**src/hdl/ines_pkg.sv**
```systemverilog
// ----------------------------------------------------------------------------
// ines_pkg
// Shared types, codes and helpers for the cartridge image deframer.
// ----------------------------------------------------------------------------
package ines_pkg;

   localparam int unsigned PosWidth  = 23;
   localparam int unsigned HdrLen    = 16;
   localparam int unsigned PrgShift  = 14;   // 16 KB program banks
   localparam int unsigned ChrShift  = 12;   // 4 KB character banks

   localparam logic [7:0] MagicByte0 = 8'h4E;
   localparam logic [7:0] MagicByte1 = 8'h45;
   localparam logic [7:0] MagicByte2 = 8'h53;
   localparam logic [7:0] MagicByte3 = 8'h1A;

   typedef enum logic [1:0] {
      DEST_HEADER  = 2'd0,
      DEST_PRG     = 2'd1,
      DEST_CHR     = 2'd2,
      DEST_IGNORED = 2'd3
   } dest_type;

   typedef enum logic [1:0] {
      HDR_PENDING = 2'd0,
      HDR_VALID   = 2'd1,
      HDR_BAD     = 2'd2
   } status_type;

   typedef enum logic [1:0] {
      MIRROR_HORIZONTAL = 2'd0,
      MIRROR_VERTICAL   = 2'd1,
      MIRROR_FOUR       = 2'd2
   } mirror_type;

   // One accepted byte plus the header snapshot it is decoded against.
   typedef struct packed {
      logic [7:0]          data_byte;
      logic                in_header;    // position below 16
      logic [3:0]          hdr_offset;
      logic                hdr_done;     // position 15 or later
      logic                magic_bad;
      logic                tail_dirty;
      logic [7:0]          hdr_byte4;
      logic [7:0]          hdr_byte5;
      logic [7:0]          hdr_byte6;
      logic [7:0]          hdr_byte7;
      logic [PosWidth-1:0] data_pos;     // position minus header length
   } stage_type;

   typedef struct packed {
      dest_type   destination;
      logic [8:0] bank_index;
      logic [13:0] byte_offset;
      logic [7:0] byte_value;
      status_type header_status;
      logic [7:0] prg_banks;
      logic [8:0] chr_banks_4k;
      mirror_type mirror;
      logic       has_battery;
      logic       has_trainer;
      logic [7:0] mapper_number;
      logic       mapper_supported;
   } result_type;

   function automatic logic mapper_is_supported(input logic [7:0] m);
      logic sup;
      begin
         unique case (m)
            8'd0, 8'd1, 8'd2, 8'd3, 8'd4, 8'd7, 8'd9, 8'd11, 8'd18: sup = 1'b1;
            default: sup = 1'b0;
         endcase
         return sup;
      end
   endfunction

endpackage

```
**src/hdl/ines_image_deframer.sv**
```systemverilog
// ----------------------------------------------------------------------------
// ines_image_deframer
// Cartridge image deframer: header capture and decode, PRG/CHR byte routing.
// ----------------------------------------------------------------------------
// Usage:
//   req_* carries the image one byte per transfer; req_tlast marks the final
//   byte, after which position and header state reset for the next image.
//   rsp_* returns one result per byte: its destination (header, program ROM,
//   character ROM or ignored) in rsp_tuser, and bank, offset, the byte and the
//   decoded header fields in rsp_tdata.
//   Each accepted byte is registered after the position counter and header
//   capture, then after the decode and bank/offset routing. Throughput is
//   one byte per cycle while rsp_tready is high. A stalled receiver holds
//   the result register; the stage register behind it takes one more byte
//   only if empty, then req_tready drops until rsp_tready returns. Reset
//   clears the position counter, the captured header bytes, the magic and
//   tail flags and both valid bits; no clearing pass is needed.
// ----------------------------------------------------------------------------
module ines_image_deframer (
   input  logic        clock,
   input  logic        reset,
   input  logic        req_tvalid,
   output logic        req_tready,
   input  logic [7:0]  req_tdata,   // [7:0] data_byte
   input  logic        req_tlast,   // end_of_image
   output logic        rsp_tvalid,
   input  logic        rsp_tready,
   // [8:0] bank_index, [22:9] byte_offset, [30:23] byte_value,
   // [32:31] header_status, [40:33] prg_banks, [49:41] chr_banks_4k,
   // [51:50] mirror_type, [52] has_battery, [53] has_trainer,
   // [61:54] mapper_number, [62] mapper_supported, [63] zero
   output logic [63:0] rsp_tdata,
   output logic [1:0]  rsp_tuser    // [1:0] destination
);
   import ines_pkg::*;

   logic       stage_valid;
   logic       stage_ready;
   stage_type  stage;
   result_type rsp;

   ines_tracker u_tracker (
      .clock       (clock),
      .reset       (reset),
      .req_tvalid  (req_tvalid),
      .req_tready  (req_tready),
      .req_tdata   (req_tdata),
      .req_tlast   (req_tlast),
      .stage_ready (stage_ready),
      .stage_valid (stage_valid),
      .stage       (stage)
   );

   ines_router u_router (
      .clock       (clock),
      .reset       (reset),
      .stage_valid (stage_valid),
      .stage_ready (stage_ready),
      .stage       (stage),
      .rsp_valid   (rsp_tvalid),
      .rsp_ready   (rsp_tready),
      .rsp         (rsp)
   );

   assign rsp_tuser = rsp.destination;
   assign rsp_tdata = {1'b0,
                       rsp.mapper_supported,
                       rsp.mapper_number,
                       rsp.has_trainer,
                       rsp.has_battery,
                       rsp.mirror,
                       rsp.chr_banks_4k,
                       rsp.prg_banks,
                       rsp.header_status,
                       rsp.byte_value,
                       rsp.byte_offset,
                       rsp.bank_index};

endmodule

```
**src/hdl/ines_tracker.sv**
```systemverilog
// ----------------------------------------------------------------------------
// ines_tracker
// Byte position counter and header capture; registers each accepted byte
// together with the header snapshot it needs downstream.
// ----------------------------------------------------------------------------
module ines_tracker (
   input  logic                clock,
   input  logic                reset,
   input  logic                req_tvalid,
   output logic                req_tready,
   input  logic [7:0]          req_tdata,
   input  logic                req_tlast,
   input  logic                stage_ready,
   output logic                stage_valid,
   output ines_pkg::stage_type stage
);
   import ines_pkg::*;

   localparam logic [PosWidth-1:0] PosMax = {PosWidth{1'b1}};
   localparam logic [PosWidth-1:0] HdrLenPos = PosWidth'(HdrLen);

   logic [PosWidth-1:0] pos_ff, pos_in;
   logic                magic_bad_ff, magic_bad_in;
   logic                tail_dirty_ff, tail_dirty_in;
   logic [7:0]          hdr4_ff, hdr4_in, hdr5_ff, hdr5_in;
   logic [7:0]          hdr6_ff, hdr6_in, hdr7_ff, hdr7_in;
   logic                stage_valid_ff, stage_valid_in;
   stage_type           stage_ff, stage_in;

   logic       accept;
   logic       in_header;
   logic [7:0] magic_expect;

   assign req_tready = !stage_valid_ff || stage_ready;
   assign accept     = req_tvalid && req_tready;
   assign in_header  = (pos_ff[PosWidth-1:4] == '0);

   always_comb begin
      unique case (pos_ff[1:0])
         2'd0:    magic_expect = MagicByte0;
         2'd1:    magic_expect = MagicByte1;
         2'd2:    magic_expect = MagicByte2;
         default: magic_expect = MagicByte3;
      endcase
   end

   always_comb begin
      magic_bad_in  = magic_bad_ff;
      tail_dirty_in = tail_dirty_ff;
      hdr4_in = hdr4_ff;
      hdr5_in = hdr5_ff;
      hdr6_in = hdr6_ff;
      hdr7_in = hdr7_ff;
      if (in_header && pos_ff[3:2] == 2'd0 && req_tdata != magic_expect) begin
         magic_bad_in = 1'b1;
      end
      if (in_header && pos_ff[3] && req_tdata != 8'd0) begin
         tail_dirty_in = 1'b1;
      end
      if (in_header && pos_ff[3:0] == 4'd4) hdr4_in = req_tdata;
      if (in_header && pos_ff[3:0] == 4'd5) hdr5_in = req_tdata;
      if (in_header && pos_ff[3:0] == 4'd6) hdr6_in = req_tdata;
      if (in_header && pos_ff[3:0] == 4'd7) hdr7_in = req_tdata;

      stage_in.data_byte  = req_tdata;
      stage_in.in_header  = in_header;
      stage_in.hdr_offset = pos_ff[3:0];
      stage_in.hdr_done   = !in_header || pos_ff[3:0] == 4'hF;
      stage_in.magic_bad  = magic_bad_in;
      stage_in.tail_dirty = tail_dirty_in;
      stage_in.hdr_byte4  = hdr4_in;
      stage_in.hdr_byte5  = hdr5_in;
      stage_in.hdr_byte6  = hdr6_in;
      stage_in.hdr_byte7  = hdr7_in;
      stage_in.data_pos   = pos_ff - HdrLenPos;

      if (pos_ff == PosMax) pos_in = pos_ff;
      else                  pos_in = pos_ff + 1'b1;

      stage_valid_in = accept ? 1'b1 : (stage_ready ? 1'b0 : stage_valid_ff);
   end

   always_ff @(posedge clock) begin
      if (reset) begin
         pos_ff         <= '0;
         magic_bad_ff   <= 1'b0;
         tail_dirty_ff  <= 1'b0;
         hdr4_ff        <= '0;
         hdr5_ff        <= '0;
         hdr6_ff        <= '0;
         hdr7_ff        <= '0;
         stage_valid_ff <= 1'b0;
      end else begin
         stage_valid_ff <= stage_valid_in;
         if (accept) begin
            if (req_tlast) begin
               // end of image: back to the post-reset state
               pos_ff        <= '0;
               magic_bad_ff  <= 1'b0;
               tail_dirty_ff <= 1'b0;
               hdr4_ff       <= '0;
               hdr5_ff       <= '0;
               hdr6_ff       <= '0;
               hdr7_ff       <= '0;
            end else begin
               pos_ff        <= pos_in;
               magic_bad_ff  <= magic_bad_in;
               tail_dirty_ff <= tail_dirty_in;
               hdr4_ff       <= hdr4_in;
               hdr5_ff       <= hdr5_in;
               hdr6_ff       <= hdr6_in;
               hdr7_ff       <= hdr7_in;
            end
         end
      end
   end

   always_ff @(posedge clock) begin
      if (accept) begin
         stage_ff <= stage_in;
      end
   end

   assign stage_valid = stage_valid_ff;
   assign stage       = stage_ff;

   a_last_clears: assert property (@(posedge clock) disable iff (reset)
      accept && req_tlast |=> pos_ff == '0 && !magic_bad_ff && !tail_dirty_ff)
      else $error("state not cleared after end of image");

   a_pos_steps: assert property (@(posedge clock) disable iff (reset)
      accept && !req_tlast && pos_ff != PosMax |=> pos_ff == $past(pos_ff) + 1'b1)
      else $error("position counter did not advance");

   a_no_accept_when_full: assert property (@(posedge clock) disable iff (reset)
      stage_valid_ff && !stage_ready |-> !accept)
      else $error("accepted while stage register blocked");

endmodule

```
**src/hdl/ines_router.sv**
```systemverilog
// ----------------------------------------------------------------------------
// ines_router
// Header field decode and PRG/CHR routing into the result register.
// ----------------------------------------------------------------------------
module ines_router (
   input  logic                 clock,
   input  logic                 reset,
   input  logic                 stage_valid,
   output logic                 stage_ready,
   input  ines_pkg::stage_type  stage,
   output logic                 rsp_valid,
   input  logic                 rsp_ready,
   output ines_pkg::result_type rsp
);
   import ines_pkg::*;

   logic       rsp_valid_ff, rsp_valid_in;
   result_type rsp_ff, rsp_in;

   logic       take;
   logic       decoded;
   logic [7:0] mapper_raw;
   logic [8:0] prg_hi;      // data position in 16 KB units
   logic [8:0] chr_hi;      // 16 KB units left after program ROM
   logic [10:0] chr_units;  // 4 KB units left after program ROM
   logic [8:0] chr_count;

   assign stage_ready = !rsp_valid_ff || rsp_ready;
   assign take        = stage_valid && stage_ready;

   always_comb begin
      decoded    = stage.hdr_done && !stage.magic_bad;
      mapper_raw = {stage.hdr_byte7[7:4], stage.hdr_byte6[7:4]};
      if (stage.tail_dirty) mapper_raw = {4'd0, stage.hdr_byte6[7:4]};
      chr_count  = {stage.hdr_byte5, 1'b0};

      prg_hi    = stage.data_pos[PosWidth-1:PrgShift];
      chr_hi    = prg_hi - {1'b0, stage.hdr_byte4};
      chr_units = {chr_hi, stage.data_pos[PrgShift-1:ChrShift]};

      rsp_in = '0;
      rsp_in.destination   = DEST_IGNORED;
      rsp_in.byte_value    = stage.data_byte;
      rsp_in.header_status = HDR_PENDING;

      if (stage.hdr_done) begin
         rsp_in.header_status = stage.magic_bad ? HDR_BAD : HDR_VALID;
      end
      if (decoded) begin
         rsp_in.prg_banks        = stage.hdr_byte4;
         rsp_in.chr_banks_4k     = chr_count;
         priority if (stage.hdr_byte6[3]) rsp_in.mirror = MIRROR_FOUR;
         else if (stage.hdr_byte6[0])     rsp_in.mirror = MIRROR_VERTICAL;
         else                             rsp_in.mirror = MIRROR_HORIZONTAL;
         rsp_in.has_battery      = stage.hdr_byte6[1];
         rsp_in.has_trainer      = stage.hdr_byte6[2];
         rsp_in.mapper_number    = mapper_raw;
         rsp_in.mapper_supported = mapper_is_supported(mapper_raw);
      end

      if (stage.in_header) begin
         rsp_in.destination = DEST_HEADER;
         rsp_in.byte_offset = {10'd0, stage.hdr_offset};
      end else if (!stage.magic_bad) begin
         if (prg_hi < {1'b0, stage.hdr_byte4}) begin
            rsp_in.destination = DEST_PRG;
            rsp_in.bank_index  = prg_hi;
            rsp_in.byte_offset = stage.data_pos[PrgShift-1:0];
         end else if (chr_units < {2'd0, chr_count}) begin
            rsp_in.destination = DEST_CHR;
            rsp_in.bank_index  = chr_units[8:0];
            rsp_in.byte_offset = {2'd0, stage.data_pos[ChrShift-1:0]};
         end
      end

      rsp_valid_in = take ? 1'b1 : (rsp_ready ? 1'b0 : rsp_valid_ff);
   end

   always_ff @(posedge clock) begin
      if (reset) begin
         rsp_valid_ff <= 1'b0;
      end else begin
         rsp_valid_ff <= rsp_valid_in;
      end
   end

   always_ff @(posedge clock) begin
      if (take) begin
         rsp_ff <= rsp_in;
      end
   end

   assign rsp_valid = rsp_valid_ff;
   assign rsp       = rsp_ff;

   a_rom_needs_valid_hdr: assert property (@(posedge clock) disable iff (reset)
      rsp_valid_ff && (rsp_ff.destination == DEST_PRG || rsp_ff.destination == DEST_CHR)
      |-> rsp_ff.header_status == HDR_VALID)
      else $error("ROM byte routed without a valid header");

   a_fields_zero_unless_valid: assert property (@(posedge clock) disable iff (reset)
      rsp_valid_ff && rsp_ff.header_status != HDR_VALID
      |-> rsp_ff.mapper_number == 8'd0 && !rsp_ff.mapper_supported
          && rsp_ff.prg_banks == 8'd0)
      else $error("decoded fields set without a valid header");

   a_header_offset: assert property (@(posedge clock) disable iff (reset)
      rsp_valid_ff && rsp_ff.destination == DEST_HEADER
      |-> rsp_ff.bank_index == 9'd0 && rsp_ff.byte_offset[13:4] == 10'd0)
      else $error("header byte with bank or offset out of range");

endmodule
```
**config.mk**
```make
export PLATFORM = sky130hd
export DESIGN_NAME = ines_image_deframer
export DESIGN_NICKNAME = d
export VERILOG_FILES = /design/src/hdl/ines_pkg.sv /design/src/hdl/ines_image_deframer.sv /design/src/hdl/ines_tracker.sv /design/src/hdl/ines_router.sv
export SDC_FILE = /design/constraint.sdc
export NUM_CORES = 1
export LEC_CHECK = 0
export BUFFER_PORTS_ARGS = -buffer_cell sky130_fd_sc_hd__buf_2
export CAP_MARGIN = 20
export CORE_AREA = 2 2 121 123
export CTS_CLUSTER_SIZE = 10
export DETAILED_ROUTE_END_ITERATION = 16
export DIE_AREA = 0 0 123 125
export GPL_TIMING_DRIVEN = 1
export PLACE_DENSITY = 0.76
export SYNTH_ARGS = -nofsm -noshare
export SYNTH_HDL_FRONTEND = slang
export SYNTH_SLANG_ARGS = --single-unit
```
**constraint.sdc**
```tcl
create_clock -name clock -period 7.6 [get_ports clock]
set_clock_uncertainty 0.05 [all_clocks]
set_input_delay 0.76 -clock clock [delete_from_list [all_inputs] [get_ports clock]]
set_output_delay 0.76 -clock clock [all_outputs]
set_load 0.005 [all_outputs]
```
### Word level (Yosys, flattened, before mapping)

Memory sizes are Yosys's and may differ from the RTL's. A register that Yosys moved wholly into a read port is not among the register bits.
Index checks and enable logic that the tools add are counted.

| operators by class | value |
|---|---|
| eq/ne operators | 10 |
| add/subtract/negate cells | 3 |
| $lt $le $gt $ge | 2 |
| mux-type cells | 27 |
| bitwise gates (word level) | 1 |
| reductions and logical operators | 30 |

Operators by type and width:

| kind | number |
|---|---|
| 2-to-1 mux 8 bit | 9 |
| 2-to-1 mux 25 bit | 2 |
| 2-to-1 mux 23 bit | 2 |
| 2-to-1 mux 24 bit | 1 |
| adder 23 x 1 -> 23 bit (second input constant) | 1 |
| equality test 23 bit (second input constant) | 1 |
| subtractor 23 x 5 -> 23 bit (second input constant) | 1 |
| one-hot mux 7 bit (3 select lines) | 1 |
| logical NOT 19 bit | 1 |
| equality test 4 x 3 -> 1 bit (second input constant) | 4 |
| logical AND 1 bit | 11 |
| < comparator 11 x 9 -> 1 bit | 1 |
| < comparator 9 x 8 -> 1 bit | 1 |
| 2-to-1 mux 1 bit | 9 |
| subtractor 9 x 8 -> 9 bit | 1 |
| inequality test 8 x 7 -> 1 bit | 1 |
| nonzero test 8 bit | 1 |
| logical NOT 1 bit | 5 |
| equality test 4 bit (second input constant) | 1 |
| logical NOT 2 bit | 2 |
| 2-to-1 mux 2 bit | 2 |
| 2-to-1 mux 4 bit | 1 |
| AND reduction 2 bit | 2 |
| nonzero test 2 bit | 2 |
| other kinds (7) | 10 |

| word-level totals | value |
|---|---|
| output and inout port bits | 68 |
| register bits after elaboration | 194 |
| ROM bits | 32 |
| input port bits | 13 |
| memories kept | 1 |
| word-level logic and storage cells | 108 |

Memory list:

| memory | depth | bits a word | read ports | clocked after memory_dff | write ports | RTL line | RTL |
|---|---|---|---|---|---|---|---|
| (no name shown) | 32 | 1 | 1 | 1 | 0 | ines_pkg.sv:69 | `unique case (m)` |

### Depth between registers and ports, before layout

| logic depth | value |
|---|---|
| word-level depth | 6 |
| depth in mapped cells | 16 |

### Cells and area by module

A second synthesis with hierarchy kept.

| unflattened totals | value |
|---|---|
| cell total of the unflattened synthesis | 723 |
| area total of the unflattened synthesis | 9,046.2 um2 |

By module, submodules not included:

| module | area an instance (um2) | seq. area each (um2) | cells each | times used |
|---|---|---|---|---|
| ines_tracker | 5,796.8 | 3,173.0 | 468 | 1 |
| ines_router | 3,238.1 | 1,941.9 | 253 | 1 |
| ines_image_deframer | 11.3 | 0.0 | 2 | 1 |

### Worst setup path before layout

No wires, ideal clock.

| path | value |
|---|---|
| path type | in2reg |
| start | in rsp_tready |
| end | reg u_router.rsp[0] (netlist name) |
| buffers on the path | 0 |
| stages on the path | 2 |
| data arrival time | 5.458 ns |
| slack | 1.509 ns |
| cell sequence | inv_1 -> a21boi_0 |

| on the way | value |
|---|---|
| longest elaborated chain between the ends | 2 |

RTL lines:

| what | RTL line | RTL |
|---|---|---|
| from (decl) | ines_image_deframer.sv:27 | `input logic rsp_tready,` |
| logical OR 1 bit | ines_router.sv:28 | `assign stage_ready = !rsp_valid_ff \|\| rsp_ready;` |
| logical AND 1 bit | ines_router.sv:29 | `assign take = stage_valid && stage_ready;` |

No other way between the ends.
A chain may end at the register's enable or synchronous reset.

### Worst setup path in the final report

| path | value |
|---|---|
| start | reg u_tracker.stage_ff (netlist bit u_tracker.stage[47]) |
| end | reg u_router.rsp_ff (netlist bit u_router.rsp[60]) (data pin) |

| on the way | value |
|---|---|
| longest elaborated chain between the ends | 4 |

RTL lines:

| what | RTL line | RTL |
|---|---|---|
| from (decl) | ines_tracker.sv:28 | `stage_type stage_ff, stage_in;` |
| from (signal assigned) | ines_tracker.sv:120 | `stage_ff <= stage_in;` |
| subtractor 9 x 8 -> 9 bit | ines_router.sv:38 | `chr_hi = prg_hi - {1'b0, stage.hdr_byte4};` |
| < comparator 11 x 9 -> 1 bit | ines_router.sv:69 | `end else if (chr_units < {2'd0, chr_count}) begin` |
| 2-to-1 mux 24 bit | ines_router.sv:69 |  |
| 2-to-1 mux 25 bit (*) | ines_router.sv:65 | `if (prg_hi < {1'b0, stage.hdr_byte4}) begin` |
| to (signal assigned) | ines_router.sv:89 | `rsp_ff <= rsp_in;` |
| to (decl) | ines_router.sv:18 | `result_type rsp_ff, rsp_in;` |

Mark *: on every way between the ends. The rest lies on a longest branch, timed or not.

==> flow_summary_export.csv <==
group,metric,value,unit
status,outcome,"finished clean",
drt,vias,5274,
sta,timing.fmax,258.4,MHz
clock_tree,numCtsBuffers,17,
drt,ant_nets,0,
yosys,avgSynthCellArea,12.17,sq um
power,irDropWorstVdd,0.0001430,V
yosys,synth_edf_count,127,
power,leakagePower,3.541,nW
job,cap_violations,0,
drt,drc,0,
placement,gp_congestion,0.8835,
power,p_per_area,229.5,nW/um^2
cells_and_area,num_antenna_cells,0,
placement,dp.cells,889,
clock_tree,cts_tree,"built",
global_route,gr-usage-all-layers,0.2281,
setup_path,cp_max_fo,9,
cells_and_area,nets,761,
placement,place_ws,3730,ps
cells_and_area,final_core_util,0.6450,
drt,vias_per_cell,5.720,
cells_and_area,n_fill_cell,1091,
sta,layout_min_cycle_time,3870,ps
clock_tree,cts_setup_buffers,0,
global_route,grt_pass1_vias,5149,
power,switching_power,463.2,uW
cells_and_area,layout_common_cells,"edfxtp_1 (127), buf_2 (78), nor2_1 (77)",
setup_path,arrival,4110,ps
global_route,grt_pass1_wl,26700,microns
power,finalPower,2.103,mW
yosys,synth-seq-cells,182,
sta,timing.setup.tns,0,ps
setup_path,crit_path_start_kind,"flip-flop",
power,pwr-share-comb,0.045,
clock_tree,h-tree-depth,4,
setup_path,critPathRequiredTime,7840,ps
yosys,synthArstFlopShare,0,
power,intPower,1.639,mW
yosys,ys.warnings.count,0,
drt,wirelength,16670,microns
floorplan,die_w,123,microns
placement,numPortBuffers,78,
clock_tree,clk_latency,430,ps
placement,hpwl,11370,microns
power,switching_share,0.2203,
global_route,grt_max_degree,65,
clock_tree,cts.sinks,182,
sta,hold_viol_final,0,
sta,rsz0062_at_grt,"false",
sta,setup_viol,0,
drt,first_pass_iters,5,
setup_path,cp-endpoint,"u_router.rsp[60]$_SDFFCE_PP0P_",
sta,worst_pin_slew,918.3,ps
yosys,synth_area,8029,sq um
yosys,syn_inst,660,
clock_tree,cts_root_buffer,"clkbuf_16",
drt,wire_per_inst,18.07,microns
global_route,antenna_found_initial,0,
cells_and_area,layout-drive-gt1-share,0.2073,
yosys,synthFlopType,"edfxtp_1",
sta,relSlewSlack,0.3822,
setup_path,critPathKind,"flip-flop to flip-flop",
power,seq_power_share,0.519,
global_route,grt_remaining_overflow,0,
cells_and_area,stdcell_count,922,
yosys,yosysSeqAreaShare,0.6121,
sta,slew_violations,0,
sta,setup_ws,3730,ps
min_path,hold_path.class,"flip-flop to flip-flop",
clock_tree,holdBufCountCts,0,
cells_and_area,syn2layout_area_growth,14.10,%
drt,drt-initial-drc-count,362,
setup_path,reg2reg_from,"u_tracker.stage[47]$_DFFE_PP_",
min_path,min_from,"u_tracker.stage[64]$_DFFE_PP_",
setup_path,r2r_slack,3730,ps
setup_path,end_kind,"flip-flop",
yosys,ys_types,52,
clock_tree,path_clk_slew,70,ps
setup_path,r2r_end,"u_router.rsp[60]$_SDFFCE_PP0P_",
setup_path,critPathLaunch,"u_tracker.stage[47]$_DFFE_PP_",
floorplan,io-pin-count,81,
floorplan,rows,44,
sta,finalCritPeriodShare,0.5092,
floorplan,core_area,14200,sq um
floorplan,die-area,15380,sq um
clock_tree,cts.repair.resized,0,
floorplan,die-height,125,microns
clock_tree,cts.path.max_buffers,2,
power,pwr-share-clk,0.436,
floorplan,start_util,0.5653,
cells_and_area,layout_commonest_cell,"edfxtp_1",
setup_path,worst_r2r_path_depth,14,
==> power by group through the flow <==
stage | clock network (mW) | logic, mW | registers, mW
after floorplan | 0 | 0.0573 | 1.12
after global placement | 0 | 0.0934 | 1.11
after detailed placement | 0 | 0.0950 | 1.11
after CTS | 0.931 | 0.0958 | 1.09
after global routing | 0.966 | 0.106 | 1.09
final | 0.916 | 0.0949 | 1.09
==> how the worst min path moves through the flow <==
stage,endpoint,depth (start not counted)
4_1_cts,u_router.rsp[33]$_DFFE_PP_,0
3_3_place_gp,u_router.rsp[35]$_DFFE_PP_,0
3_5_place_dp,u_router.rsp[33]$_DFFE_PP_,0
6_report,u_router.rsp[33]$_DFFE_PP_,0
5_1_grt,u_router.rsp[39]$_DFFE_PP_,0
2_1_floorplan,u_router.rsp[32]$_DFFE_PP_,0
==> synthesized netlist by cell type (2+ instances only) <==
cell	count	area, sq um
nor2_1	77	289.0
nand4b_1	2	17.52
nand3_1	13	65.06
and4_1	5	43.79
inv_1	31	116.4
a32o_1	8	80.08
a21o_1	2	15.01
nand2b_1	8	50.05
buf_2	6	30.03
xor2_1	26	227.7
a31oi_1	3	18.77
xnor2_1	18	157.7
nand4_1	13	81.33
nor2b_1	5	31.28
edfxtp_1	127	3814
nand2_1	35	131.4
and3_1	11	68.82
and2_1	16	100.1
a211oi_1	4	30.03
buf_4	3	22.52
mux2i_1	2	20.02
nand4_2	3	37.54
a31o_2	2	17.52
buf_1	3	11.26
o21a_1	3	22.52
nand3b_1	3	22.52
or3_1	4	25.02
nor3b_1	7	52.55
dfxtp_1	55	1101
o21ai_0	11	55.05
o21bai_2	3	33.78
nor3_1	9	45.04
ha_1	22	275.3
nor4_1	5	31.28
a21oi_1	20	100.1
a22o_1	28	245.2
clkbuf_1	25	93.84
mux2_2	28	315.3
==> kinds of logic after synthesis <==
family / Yosys count / share of synthesized area
flops: 182 / 0.6121
xor+xnor: 44 / 0.04800
compound gates: 89 / 0.08291
fa+ha+maj: 23 / 0.03678
simple gates: 222 / 0.1434
other cells: 1 / 0.0004671
mux: 30 / 0.04176
buf+inv: 69 / 0.03459
==> sequential cells by signal, indices dropped and copies added, names as in the netlist <==
register / cells
u_tracker.tail_dirty_ff: 1
u_tracker.hdr4_ff: 8
u_router.rsp: 64
u_tracker.stage: 63
u_tracker.pos_ff: 23
u_tracker.hdr5_ff: 8
u_router.rsp_valid: 1
u_tracker.hdr7_ff: 4
u_tracker.hdr6_ff: 8
u_tracker.stage_valid: 1
u_tracker.magic_bad_ff: 1
==> per-stage QoR <==
| stage | hold WS, ps | area (sq um) |
|---|---|---|
| 2_1_floorplan | 350.3 | 8033 |
| 5_1_grt | 382.2 | 9161 |
| 3_3_place_gp | 354.7 | 8522 |
| 6_report | 372.4 | 9161 |
| 3_5_place_dp | 357.5 | 8533 |
| 4_1_cts | 373.9 | 9154 |
==> area by class of cell <==
class	instances	area, sq um	area share
multi-input cells	410	2851	0.3113
flip-flops and latches	182	4915	0.5365
repair buffers	82	424.2	0.04630
clock buffers	17	425.4	0.04644
inverters	32	120.1	0.01311
well taps	184	230.2	0.02513
clock inverters	15	195.2	0.02131
==> worst max-delay path: stages, from the launching register on <==
cell and delay [ps]:
edfxtp_1 390, ha_1 220, fa_1 410, nand2b_1 190, a21oi_1 210, a21o_1 150, a21oi_1 70, xnor2_1 210
ha_1 280, nand4_1 100, nor2_1 60, a2111oi_0 390, mux2i_1 190, nor2_1 540, a32o_1 280
==> routing by layer <==
metal	routed length, microns	part of all wire	track usage
met1	7048	0.42	0.3030
met2	8380	0.50	0.3682
met3	823	0.049	0.04516
met4	414	0.025	0.09158
met5	0	0	0
Power figures use the tool's default switching activity.
